--- config.mk ---
export PLATFORM = sky130hd
export DESIGN_NAME = text_screen_buffer_with_cursor
export DESIGN_NICKNAME = d
export VERILOG_FILES = /design/src/tsb_pkg.sv /design/src/tsb_ram.sv /design/src/tsb_ctrl.sv /design/src/tsb_datapath.sv /design/src/text_screen_buffer_with_cursor.sv
export SDC_FILE = /design/constraint.sdc
export NUM_CORES = 1
export LEC_CHECK = 0
export BUFFER_PORTS_ARGS = -buffer_cell sky130_fd_sc_hd__buf_4
export CAP_MARGIN = 5
export CORE_MARGIN = 2
export CORE_UTILIZATION = 63
export CTS_CLUSTER_SIZE = 12
export DETAILED_ROUTE_END_ITERATION = 12
export HOLD_SLACK_MARGIN = 0.02
export PLACE_DENSITY = 0.8
export SYNTH_ARGS = -nofsm -noshare
export SYNTH_HDL_FRONTEND = slang
export SYNTH_SLANG_ARGS = --single-unit
--- constraint.sdc ---
create_clock -name clk -period 12.6 [get_ports clk]
set_input_delay 1.26 -clock clk [delete_from_list [all_inputs] [get_ports clk]]
set_output_delay 1.26 -clock clk [all_outputs]
set_load 0.03 [all_outputs]
--- src/tsb_pkg.sv ---
// shared definitions for the text screen buffer: command codes, character
// constants, controller/datapath interface structs and the bar cell function
// no dependencies
package tsb_pkg;

  // default geometry
  localparam int DEF_COLUMNS = 16;
  localparam int DEF_LINES   = 6;

  // command codes
  localparam logic [2:0] OP_WRITE        = 3'd0;
  localparam logic [2:0] OP_CLEAR_SCREEN = 3'd1;
  localparam logic [2:0] OP_CLEAR_LINE   = 3'd2;
  localparam logic [2:0] OP_GOTO         = 3'd3;
  localparam logic [2:0] OP_BAR          = 3'd4;
  localparam logic [2:0] OP_READ         = 3'd5;
  localparam logic [2:0] OP_ACK          = 3'd6;

  // character codes
  localparam logic [7:0] CODE_SPACE      = 8'h20;
  localparam logic [7:0] CODE_PRINT_LAST = 8'h89;
  localparam logic [7:0] CODE_BAR_FULL   = 8'h89;
  localparam logic [7:0] CODE_BAR_BASE   = 8'h81;
  localparam logic [7:0] CODE_LF         = 8'h0A;
  localparam logic [7:0] CODE_CR         = 8'h0D;
  localparam logic [7:0] CODE_BS         = 8'h08;
  localparam logic [7:0] CODE_RESET      = 8'h41;

  // bar height limit in pixels, pixels per character row
  localparam logic [7:0] BAR_MAX_HEIGHT = 8'd40;
  localparam logic [5:0] BAR_ROW_PIXELS = 6'd8;

  // controller to datapath commands
  typedef struct packed {
    logic capture;
    logic exec;
    logic fill_load;
    logic fill_write;
    logic bar_load;
    logic bar_write;
    logic set_dirty;
    logic read_take;
    logic result;
  } tsb_cmd_t;

  // datapath to controller status
  typedef struct packed {
    logic [2:0] op;
    logic       fill_last;
    logic       bar_last;
    logic       bar_skip;
    logic       bar_empty;
  } tsb_stat_t;

  // character for one bar row given the pixels still to draw
  function automatic logic [7:0] bar_cell(input logic [5:0] hgt);
    logic [7:0] code;
    if (hgt >= BAR_ROW_PIXELS) begin
      code = CODE_BAR_FULL;
    end else if (hgt != 6'd0) begin
      code = CODE_BAR_BASE + {2'b00, hgt};
    end else begin
      code = CODE_SPACE;
    end
    return code;
  endfunction

endpackage

--- src/tsb_ram.sv ---
// generic simple dual-port ram, one write and one registered read port
// no dependencies
module tsb_ram #(
  parameter int WIDTH = 8,
  parameter int DEPTH = 128
) (
  input  logic                     clk,
  input  logic                     we,
  input  logic [$clog2(DEPTH)-1:0] waddr,
  input  logic [WIDTH-1:0]         wdata,
  input  logic [$clog2(DEPTH)-1:0] raddr,
  output logic [WIDTH-1:0]         rdata
);

  logic [WIDTH-1:0] mem [DEPTH];

  always_ff @(posedge clk) begin
    if (we) begin
      mem[waddr] <= wdata;
    end
    rdata <= mem[raddr];
  end

endmodule

--- src/tsb_ctrl.sv ---
// command sequencer for the text screen buffer
// depends on tsb_pkg
module tsb_ctrl (
  input  logic              clk,
  input  logic              rst,
  input  logic              start,
  input  tsb_pkg::tsb_stat_t stat,
  output logic              busy,
  output tsb_pkg::tsb_cmd_t  cmd
);

  import tsb_pkg::*;

  localparam logic [2:0] S_IDLE = 3'd0;
  localparam logic [2:0] S_EXEC = 3'd1;
  localparam logic [2:0] S_FILL = 3'd2;
  localparam logic [2:0] S_BAR  = 3'd3;
  localparam logic [2:0] S_READ = 3'd4;

  logic [2:0] state;
  logic [2:0] state_next;

  assign busy = (state != S_IDLE);

  always_comb begin
    cmd        = '0;
    state_next = state;
    unique case (state)
      S_IDLE: begin
        if (start) begin
          cmd.capture = 1'b1;
          state_next  = S_EXEC;
        end
      end
      S_EXEC: begin
        unique case (stat.op) inside
          OP_CLEAR_SCREEN, OP_CLEAR_LINE: begin
            cmd.fill_load = 1'b1;
            state_next    = S_FILL;
          end
          OP_BAR: begin
            if (stat.bar_skip) begin
              cmd.result = 1'b1;
              state_next = S_IDLE;
            end else if (stat.bar_empty) begin
              cmd.set_dirty = 1'b1;
              cmd.result    = 1'b1;
              state_next    = S_IDLE;
            end else begin
              cmd.bar_load = 1'b1;
              state_next   = S_BAR;
            end
          end
          OP_READ: begin
            state_next = S_READ;
          end
          default: begin
            cmd.exec   = 1'b1;
            cmd.result = 1'b1;
            state_next = S_IDLE;
          end
        endcase
      end
      S_FILL: begin
        cmd.fill_write = 1'b1;
        if (stat.fill_last) begin
          cmd.set_dirty = 1'b1;
          cmd.result    = 1'b1;
          state_next    = S_IDLE;
        end
      end
      S_BAR: begin
        cmd.bar_write = 1'b1;
        if (stat.bar_last) begin
          cmd.set_dirty = 1'b1;
          cmd.result    = 1'b1;
          state_next    = S_IDLE;
        end
      end
      S_READ: begin
        cmd.read_take = 1'b1;
        cmd.result    = 1'b1;
        state_next    = S_IDLE;
      end
      default: begin
        state_next = S_IDLE;
      end
    endcase
  end

  always_ff @(posedge clk) begin
    if (rst) begin
      state <= S_IDLE;
    end else begin
      state <= state_next;
    end
  end

endmodule

--- src/tsb_datapath.sv ---
// datapath of the text screen buffer: command registers, cursor, sweep
// counters, screen ram with per-cell valid bits and result registers
// depends on tsb_pkg and tsb_ram
module tsb_datapath #(
  parameter int COLUMNS = tsb_pkg::DEF_COLUMNS,
  parameter int LINES   = tsb_pkg::DEF_LINES
) (
  input  logic               clk,
  input  logic               rst,
  input  tsb_pkg::tsb_cmd_t  cmd,
  output tsb_pkg::tsb_stat_t stat,
  input  logic [2:0]         op,
  input  logic [7:0]         code_in,
  input  logic [3:0]         col_in,
  input  logic [2:0]         row_in,
  input  logic [7:0]         bar_height,
  input  logic [3:0]         bar_rows,
  output logic               done,
  output logic [7:0]         read_code,
  output logic [3:0]         cursor_col,
  output logic [2:0]         cursor_row,
  output logic               update_pending
);

  import tsb_pkg::*;

  localparam int CW    = (COLUMNS > 1) ? $clog2(COLUMNS) : 1;
  localparam int RW    = (LINES > 1) ? $clog2(LINES) : 1;
  localparam int AW    = CW + RW;
  localparam int DEPTH = 1 << AW;

  localparam logic [3:0] COL_LAST  = 4'(COLUMNS - 1);
  localparam logic [2:0] ROW_LAST  = 3'(LINES - 1);
  localparam logic [4:0] COL_LIMIT = 5'(COLUMNS);
  localparam logic [3:0] ROW_LIMIT = 4'(LINES);

  // captured command
  logic [2:0] cmd_op;
  logic [7:0] cmd_code;
  logic [3:0] cmd_col;
  logic [2:0] cmd_row;
  logic [7:0] cmd_height;
  logic [3:0] cmd_rows;

  // cursor and flag
  logic [3:0] cur_col;
  logic [2:0] cur_row;
  logic       dirty;

  // sweep counters
  logic [2:0] row_cnt;
  logic [3:0] col_cnt;
  logic [2:0] row_stop;
  logic [3:0] bar_left;
  logic [5:0] bar_hgt;

  // storage
  logic [DEPTH-1:0] valid;
  logic             valid_rd;
  logic [7:0]       rdata;
  logic             we;
  logic [AW-1:0]    waddr;
  logic [7:0]       wdata;
  logic [AW-1:0]    raddr;

  // decoded
  logic       printable;
  logic       col_ok;
  logic       row_ok;
  logic [2:0] row_inc;
  logic [3:0] put_col;
  logic [2:0] put_row;

  assign cursor_col     = cur_col;
  assign cursor_row     = cur_row;
  assign update_pending = dirty;

  assign col_ok = ({1'b0, cmd_col} < COL_LIMIT);
  assign row_ok = ({1'b0, cmd_row} < ROW_LIMIT);
  assign raddr  = {cmd_row[RW-1:0], cmd_col[CW-1:0]};

  assign stat.op        = cmd_op;
  assign stat.fill_last = (col_cnt == COL_LAST) && (row_cnt == row_stop);
  assign stat.bar_last  = (bar_left == 4'd1);
  assign stat.bar_skip  = !col_ok;
  assign stat.bar_empty = (cmd_rows == 4'd0);

  // cursor movement for a character write
  always_comb begin
    printable = (cmd_code >= CODE_SPACE) && (cmd_code <= CODE_PRINT_LAST);
    row_inc   = (cur_row == ROW_LAST) ? 3'd0 : cur_row + 3'd1;
    put_col   = cur_col;
    put_row   = cur_row;
    if (printable) begin
      if (cur_col == COL_LAST) begin
        put_col = 4'd0;
        put_row = row_inc;
      end else begin
        put_col = cur_col + 4'd1;
      end
    end else if (cmd_code == CODE_LF) begin
      put_row = row_inc;
    end else if (cmd_code == CODE_CR) begin
      put_col = 4'd0;
    end else if (cmd_code == CODE_BS) begin
      if (cur_col != 4'd0) begin
        put_col = cur_col - 4'd1;
      end
    end
  end

  // ram write port select
  always_comb begin
    we    = 1'b0;
    waddr = {cur_row[RW-1:0], cur_col[CW-1:0]};
    wdata = cmd_code;
    if (cmd.fill_write) begin
      we    = 1'b1;
      waddr = {row_cnt[RW-1:0], col_cnt[CW-1:0]};
      wdata = CODE_SPACE;
    end else if (cmd.bar_write) begin
      we    = 1'b1;
      waddr = {row_cnt[RW-1:0], cmd_col[CW-1:0]};
      wdata = bar_cell(bar_hgt);
    end else if (cmd.exec && (cmd_op == OP_WRITE) && printable) begin
      we = 1'b1;
    end
  end

  tsb_ram #(
    .WIDTH(8),
    .DEPTH(DEPTH)
  ) u_ram (
    .clk  (clk),
    .we   (we),
    .waddr(waddr),
    .wdata(wdata),
    .raddr(raddr),
    .rdata(rdata)
  );

  // control state
  always_ff @(posedge clk) begin
    if (rst) begin
      cur_col <= 4'd0;
      cur_row <= 3'd0;
      dirty   <= 1'b0;
      done    <= 1'b0;
      valid   <= '0;
    end else begin
      done <= cmd.result;
      if (we) begin
        valid[waddr] <= 1'b1;
      end
      if (cmd.exec) begin
        case (cmd_op)
          OP_WRITE: begin
            cur_col <= put_col;
            cur_row <= put_row;
            if (printable) begin
              dirty <= 1'b1;
            end
          end
          OP_GOTO: begin
            if (col_ok) begin
              cur_col <= cmd_col;
            end
            if (row_ok) begin
              cur_row <= cmd_row;
            end
          end
          OP_ACK: begin
            dirty <= 1'b0;
          end
          default: begin
          end
        endcase
      end
      if (cmd.set_dirty) begin
        dirty <= 1'b1;
      end
    end
  end

  // payload registers
  always_ff @(posedge clk) begin
    if (cmd.capture) begin
      cmd_op     <= op;
      cmd_code   <= code_in;
      cmd_col    <= col_in;
      cmd_row    <= row_in;
      cmd_height <= bar_height;
      cmd_rows   <= bar_rows;
    end
    if (cmd.fill_load) begin
      row_cnt  <= (cmd_op == OP_CLEAR_SCREEN) ? 3'd0 : cur_row;
      row_stop <= (cmd_op == OP_CLEAR_SCREEN) ? ROW_LAST : cur_row;
      col_cnt  <= 4'd0;
    end
    if (cmd.fill_write) begin
      if (col_cnt == COL_LAST) begin
        col_cnt <= 4'd0;
        row_cnt <= row_cnt + 3'd1;
      end else begin
        col_cnt <= col_cnt + 4'd1;
      end
    end
    if (cmd.bar_load) begin
      row_cnt  <= ROW_LAST;
      bar_left <= (cmd_rows > ROW_LIMIT) ? ROW_LIMIT : cmd_rows;
      bar_hgt  <= (cmd_height > BAR_MAX_HEIGHT) ? BAR_MAX_HEIGHT[5:0] : cmd_height[5:0];
    end
    if (cmd.bar_write) begin
      row_cnt  <= row_cnt - 3'd1;
      bar_left <= bar_left - 4'd1;
      bar_hgt  <= (bar_hgt >= BAR_ROW_PIXELS) ? bar_hgt - BAR_ROW_PIXELS : 6'd0;
    end
    valid_rd <= valid[raddr];
    if (cmd.result) begin
      if (cmd.read_take && col_ok && row_ok) begin
        read_code <= valid_rd ? rdata : CODE_RESET;
      end else begin
        read_code <= 8'd0;
      end
    end
  end

endmodule

--- src/text_screen_buffer_with_cursor.sv ---
// top level of the text screen buffer with cursor
// depends on tsb_pkg, tsb_ctrl, tsb_datapath (and through it tsb_ram)
//
// A command is taken at a rising edge where start is high and busy is low.
// Its one result (read_code, cursor_col, cursor_row, update_pending) is shown
// for exactly one cycle with done high; the receiver cannot hold it off, so
// it must take the transfer in that cycle. Cursor and flag ports also follow
// the live state between results. busy rises the cycle after start is taken
// and falls as done rises, so a new command may be started while done is
// still high. Commands pass through these sequencer states:
//   write code, goto, acknowledge, unused code: execute only
//   read cell: execute, then read (registered ram read)
//   clear line: execute, then one fill step per column
//   clear screen: execute, then one fill step per cell
//   bar: execute, then one bar step per clamped row (none if column off screen)
// The screen ram has a single write port, so clears and bars write one cell
// per cycle. After reset every cell reads as 'A' through per-cell valid bits,
// so no clearing pass is needed and a command can be started at once.
module text_screen_buffer_with_cursor #(
  parameter int COLUMNS = tsb_pkg::DEF_COLUMNS,
  parameter int LINES   = tsb_pkg::DEF_LINES
) (
  input  logic       clk,
  input  logic       rst,
  input  logic       start,
  output logic       busy,
  input  logic [2:0] op,
  input  logic [7:0] code_in,
  input  logic [3:0] col_in,
  input  logic [2:0] row_in,
  input  logic [7:0] bar_height,
  input  logic [3:0] bar_rows,
  output logic       done,
  output logic [7:0] read_code,
  output logic [3:0] cursor_col,
  output logic [2:0] cursor_row,
  output logic       update_pending
);

  import tsb_pkg::*;

  // command and status between sequencer and datapath
  tsb_cmd_t  cmd;
  tsb_stat_t stat;

  // sequencer: idle, execute, fill sweep, bar sweep, read
  tsb_ctrl u_ctrl (
    .clk  (clk),
    .rst  (rst),
    .start(start),
    .stat (stat),
    .busy (busy),
    .cmd  (cmd)
  );

  // datapath: cursor, flag, sweep counters, screen ram, result registers
  tsb_datapath #(
    .COLUMNS(COLUMNS),
    .LINES  (LINES)
  ) u_datapath (
    .clk           (clk),
    .rst           (rst),
    .cmd           (cmd),
    .stat          (stat),
    .op            (op),
    .code_in       (code_in),
    .col_in        (col_in),
    .row_in        (row_in),
    .bar_height    (bar_height),
    .bar_rows      (bar_rows),
    .done          (done),
    .read_code     (read_code),
    .cursor_col    (cursor_col),
    .cursor_row    (cursor_row),
    .update_pending(update_pending)
  );

endmodule

* Word-level counts from Yosys, hierarchy flattened
Memory sizes are Yosys's and may differ from the RTL's. A register that Yosys moved wholly into a read port is not among the register bits.
Cells that the tools add are included.
** Word-level totals
- Register bits :: 199
- Memories :: 1
- Memory bits (writable) :: 1024
- Output and inout port bits :: 18
- Input bits :: 33
** Cells by class
- Equal/unequal tests :: 28
- Muxes and demuxes :: 73
- $lt $le $gt $ge :: 9
- Bitwise operators :: 1
- Reductions and logical operators :: 25
- Add/sub/neg operators :: 9
** Memories
- u_datapath.u_ram.mem :: words 128, bits a word 8, rd ports 1, clocked after Yosys merged registers in 1, write ports 1, line tsb_ram.sv:15 : logic [WIDTH-1:0] mem [DEPTH];
** Operators by type and width (count)
- $or 128x128->128 :: 1
- $mux 4 :: 12
- $mux 3 :: 14
- $mux 8 :: 4
- $eq 8x4->1 const B :: 3
- $mux 1 :: 24
- $mux 6 :: 4
- $mux 7 :: 3
- $lt 7x8->1 const B :: 2
- $eq 3x3->1 const B :: 5
- $eq 3x2->1 const B :: 4
- $pmux 3 s4 :: 1
- $reduce_and 5->1 :: 2
- $pmux 3 s3 :: 1
- $add 4x1->4 const B :: 2
- $add 8x6->8 const A :: 1
- $eq 4x4->1 const B :: 2
- $ge 8x6->1 const B :: 1
- $gt 8x6->1 const B :: 1
- $le 8x8->1 const B :: 1
- $ne 4x1->1 const B :: 2
- $pmux 4 s2 :: 1
- $reduce_bool 2->1 :: 4
- $sub 4x1->4 const B :: 2
- other kinds (33) :: 48

* Logic depth before layout (Yosys ltp)
- Word-level depth :: 11
- Mapped depth :: 9
- Depth with buffers taken out :: 7

* Cells and area by module
Synthesis repeated with hierarchy kept, for this count alone.
** Second synthesis, totals
- Cell total of the unflattened synthesis :: 2498
- Area, all modules :: 48467.7 um^2
** By module, submodules not included
- tsb_ram :: instances 1, sequential area each 30909.6 um^2, cells an instance 1635, area an instance 39665.5 um^2
- tsb_datapath :: instances 1, sequential area each 4474.3 um^2, cells an instance 822, area an instance 8461.9 um^2
- tsb_ctrl :: instances 1, sequential area each 60.1 um^2, cells an instance 41, area an instance 340.3 um^2

* Least setup slack after synthesis
No wires, ideal clock.
- Path kind :: register to register
- From :: reg u_ctrl.state[2]
- To :: mem u_datapath.u_ram.mem[0][2], data pin
- Path slack :: 2.802 ns
- Data arrival time :: 8.206 ns
- Path buffers :: 3
- Library setup time :: 1.592 ns
- Required time :: 11.008 ns
- Stages on the path, launching flop included :: 6
- Cells stage by stage :: dfxtp_1 > nand2b_1 > buf_2 > buf_4 > buf_2 > o41ai_1
** Between the ends
- Longest elaborated chain between the ends :: 4
** Ends and longest elaborated chain
- start, declared :: line tsb_ctrl.sv:20 : logic [2:0] state;
- start signal, assigned :: line tsb_ctrl.sv:95 : state <= state_next;
- $eq 3x2->1 :: line tsb_ctrl.sv:28 : unique case (state)
- $mux 1 :: line tsb_ctrl.sv:28
- $mux 8 :: line tsb_datapath.sv:121 : end else if (cmd.bar_write) begin
- $mux 8 * :: line tsb_datapath.sv:117 : if (cmd.fill_write) begin
- net u_datapath.u_ram.wdata[2] :: line tsb_ram.sv:10 : input logic [WIDTH-1:0] wdata,
- end, declared :: line tsb_ram.sv:15
Mark *: on every way through the listed nets, which the timed path passes. The rest lies on a longest branch.

==> impl_results.md <==
* Result of the run: finished clean
* Total power of the final layout at 8.80 mW
* Initial antenna violation count at 3
* Site row count at 102
* Number of synthesized flops with an enable pin at 1079
* Sum of routed wire length over all layers at 124 mm
* Pleak at 18.0 nW
* Count of cells resized by post-cts repair at 0
* Worst flop-to-flop path endpoint: u_datapath.u_ram.rdata[6]
* Depth of the most critical reg-to-reg path at 9
* Routed via count divided by cell count at 6.65
* Maximum resistive drop on vdd at 0.144 mV
* Biggest cell delay along the critical path at 0.76 ns
* Part of the Yosys area used for sequential elements at 71.4%
* Worst-case register-to-register setup slack at 8.30 ns
* Power Dens Cells at 161 nW/um2
* Overall die area at 81100 um2
* Maximum fanout along the worst path at 153
* Residual DRC at 0
* Worst hold path stage count at 2
* Critical Path Sink Type: register
* Via count of the routed design at 29100
* Area post-placement at 50900 um2
* Overflow left after global routing at 0
* Final setup violation count at 0
* Setup slack after layout at 8.30 ns
* Final routed wire length divided by cell count at 28.2 um
* Most frequent cells in the layout: 1079 x sky130_fd_sc_hd__edfxtp_1, 403 x sky130_fd_sc_hd__mux2i_1, 190 x sky130_fd_sc_hd__nor2_1, 152 x sky130_fd_sc_hd__dfxtp_1, 147 x sky130_fd_sc_hd__inv_1
* Total Nets Final at 3293
* Starting Density at 63.9%
* Combined area of the multi-input logic cells at 12800 um2
* Relative slew slack at 18.4%
* Drt first pass iters at 7
* Routability congestion estimate at 0.923
* Share of the core filled with cells at 70.2%
* Max-cap violations at 0
* Worst endpoint data arrival time at 4.91 ns
* Yosys warning total at 0
* Critical path cell sequence: buf_4 > buf_12 > buf_12 > mux2_2 > o22ai_1 > a221o_1 > a211oi_1 > nand4_1 > nand4_1
* CTS tree: yes
* CP Class: register to register
* Synth Register Bits at 1231
* Count of port buffers added during placement at 50
* Area overhead of the layout relative to synthesis at 9.89%
* Worst hold path endpoint: u_datapath.valid[28]
* Commonest non-fill, non-tap cell in the layout: sky130_fd_sc_hd__edfxtp_1
* Actual slew at the worst max-slew pin at 1.22 ns
* DP Worst Slack at 8.33 ns
* Top Ports at 51
* Clk_skew at 0.0288 ns
* Setup bufs post-CTS at 0
* Cell count after synthesis at 3224
* Sum Neg Setup Slack at 0 ns
* Root Driver: sky130_fd_sc_hd__clkbuf_16
* Horizontal die dimension at 285 um
* Final-report hold violation count at 0
* Worst r2r src: u_datapath.cmd_col[0]
* Final period utilization at 34.1%
* Required @ worst endpoint at 13.21 ns
* RSZ-0062 raised after global routing: no
* Slowest cell on the critical path: sky130_fd_sc_hd__buf_4
* Via count of the first global-routing pass at 29200
* Main synth FF type: sky130_fd_sc_hd__edfxtp_1
* Number of distinct library cell variants in the gate-level netlist after synthesis at 68
* Class of the tightest hold or removal check: register to register
* Design area at 54600 um2
* Clock transition at the registers of the reported paths at 0.06 ns
* Cell Area, Synth at 49600 um2
* Slew Viols, Final at 0
* Area of the core at 77700 um2
* Synthesized Nets at 3269
* Largest buffer count on any clock path at 3
* Clock sink total at 1231
* GRT Overall Usage at 30.3%
* Fill cells at 4855
* Post-route antenna net violation count at 0
* Async set-or-reset flop fraction in the synthesized netlist at 0%
* Peak Freq at 233 MHz
* Die height at 285 um
* Cts-stage hold buffer count at 0
* Register cell area after layout at 35400 um2
* Largest net degree at the start of global routing at 154
* DP Wirelength at 73.5 mm
* Crit path launch type: register
* Tmin final at 4.30 ns
* Wire length of the first global-routing pass at 183 mm
* Worst hold path startpoint: u_datapath.valid[28]
* Mean instance size in the synthesized netlist at 15.4 um2
* Clock latency on the worst-skew pair at 0.69 ns
* DRC violation total after the first TritonRoute iteration at 3850
* Fraction of layout cells with a size suffix above 1 at 14.8%
* Number of buffers inserted during clock tree synthesis at 120
* CTS H-tree depth at 3
-- synthesized netlist by cell type, drive strengths merged (5+ instances only) --
library cell  instances  area [um2]
nor3                 15         100
nor4                  5        46.3
or2                  10        62.6
a21oi               125         626
and2                 16         100
mux2                136        1530
inv                 147         552
nand4                40         250
nor2b                47         294
a22o                 33         289
a31oi                 9        56.3
a311oi                5        43.8
a211oi               51         383
o31ai                 5        37.5
o22ai               213        1780
xnor2                 7        61.3
o21ai                17        85.1
nand2                65         251
or3                  14        87.6
nand3                45         225
mux2i               403        4030
clkbuf               69         259
ha                   12         150
buf                 129         737
edfxtp             1079       32400
a22oi               106         796
nand2b               15        93.8
dfxtp               152        3040
nor2                195         734
o211ai                6        45.0
-- metrics by stage --
stage                     instances  hold slack (ns)
after floorplan                3224            0.445
after global placement         4165            0.455
after detailed placement       4165            0.462
after CTS                      4373            0.471
after global routing           4374            0.492
final                          4375            0.471
-- kinds of logic after synthesis --
kind of cell | Yosys count | synth area share [%]
buffers and inverters | 345 | 3.12
AND/OR/NAND/NOR | 494 | 5.04
multiplexers | 539 | 11.2
adder cells (fa/ha/maj) | 12 | 0.302
flip-flops | 1231 | 71.4
XOR/XNOR | 9 | 0.159
AO/OA/AOI/OAI | 594 | 8.78
-- power breakdown --
group          leakage, nW  switching (mW)  internal [mW]
Sequential            11.0          0.0457           4.58
Combinational         5.27           0.578          0.251
Clock                 1.76            1.44           1.91
-- worst max-delay path: cells and delay by family, from the launching register on --
family | cells | cell delay [ns]
AND/OR/NAND/NOR | 2 | 0.43
multiplexers | 1 | 0.31
buffers and inverters | 3 | 2.04
flip-flops | 1 | 0.35
AO/OA/AOI/OAI | 3 | 0.74
-- final cells by class --
type,count,area share (%)
multi-input cells,1648,23.5
inverters,147,1.01
clock inverters,16,0.216
diodes,1,0.00459
well taps,1040,2.39
repair buffers,100,1.47
clock buffers,192,6.44
flip-flops and latches,1231,65.0
-- sequential cells by signal (all words and copies together), names as in the netlist, 3 cells and up --
signal,flops
u_datapath.read_code,8
u_datapath.u_ram.mem,1024
u_datapath.row_stop,3
u_datapath.cmd_code,8
u_datapath.cmd_col,4
u_datapath.row_cnt,3
u_datapath.cursor_col,4
u_ctrl.state,3
u_datapath.valid,128
u_datapath.cursor_row,3
u_datapath.cmd_row,3
u_datapath.bar_left,4
u_datapath.col_cnt,4
u_datapath.cmd_rows,4
u_datapath.cmd_op,3
u_datapath.cmd_height,8
u_datapath.u_ram.rdata,8
u_datapath.bar_hgt,6
-- layer usage --
metal	vias to the layer above	wire [um]	global-route usage, %
met1	14600	46000	40.2
met2	1689	60000	49.5
met4	4	5550	12.9
li1	12500	-	-
met3	321	12000	5.47
met5	-	68	0.465
-- worst max path at each step --
| stage | start | slack (ns) | end |
|---|---|---|---|
| 3_5_place_dp | u_datapath.cmd_col[0] | 8.33 | u_datapath.u_ram.rdata[6] |
| 2_1_floorplan | u_ctrl.state[2] | 2.80 | u_datapath.u_ram.mem[0][2] |
| 4_1_cts | u_datapath.cmd_col[0] | 8.35 | u_datapath.u_ram.rdata[6] |
| 5_1_grt | u_datapath.cmd_col[0] | 8.08 | u_datapath.u_ram.rdata[6] |
| 3_3_place_gp | u_datapath.cmd_col[0] | 8.43 | u_datapath.u_ram.rdata[6] |
| 6_report | u_datapath.cmd_col[0] | 8.30 | u_datapath.u_ram.rdata[6] |
(Power assumes the default switching activity.)
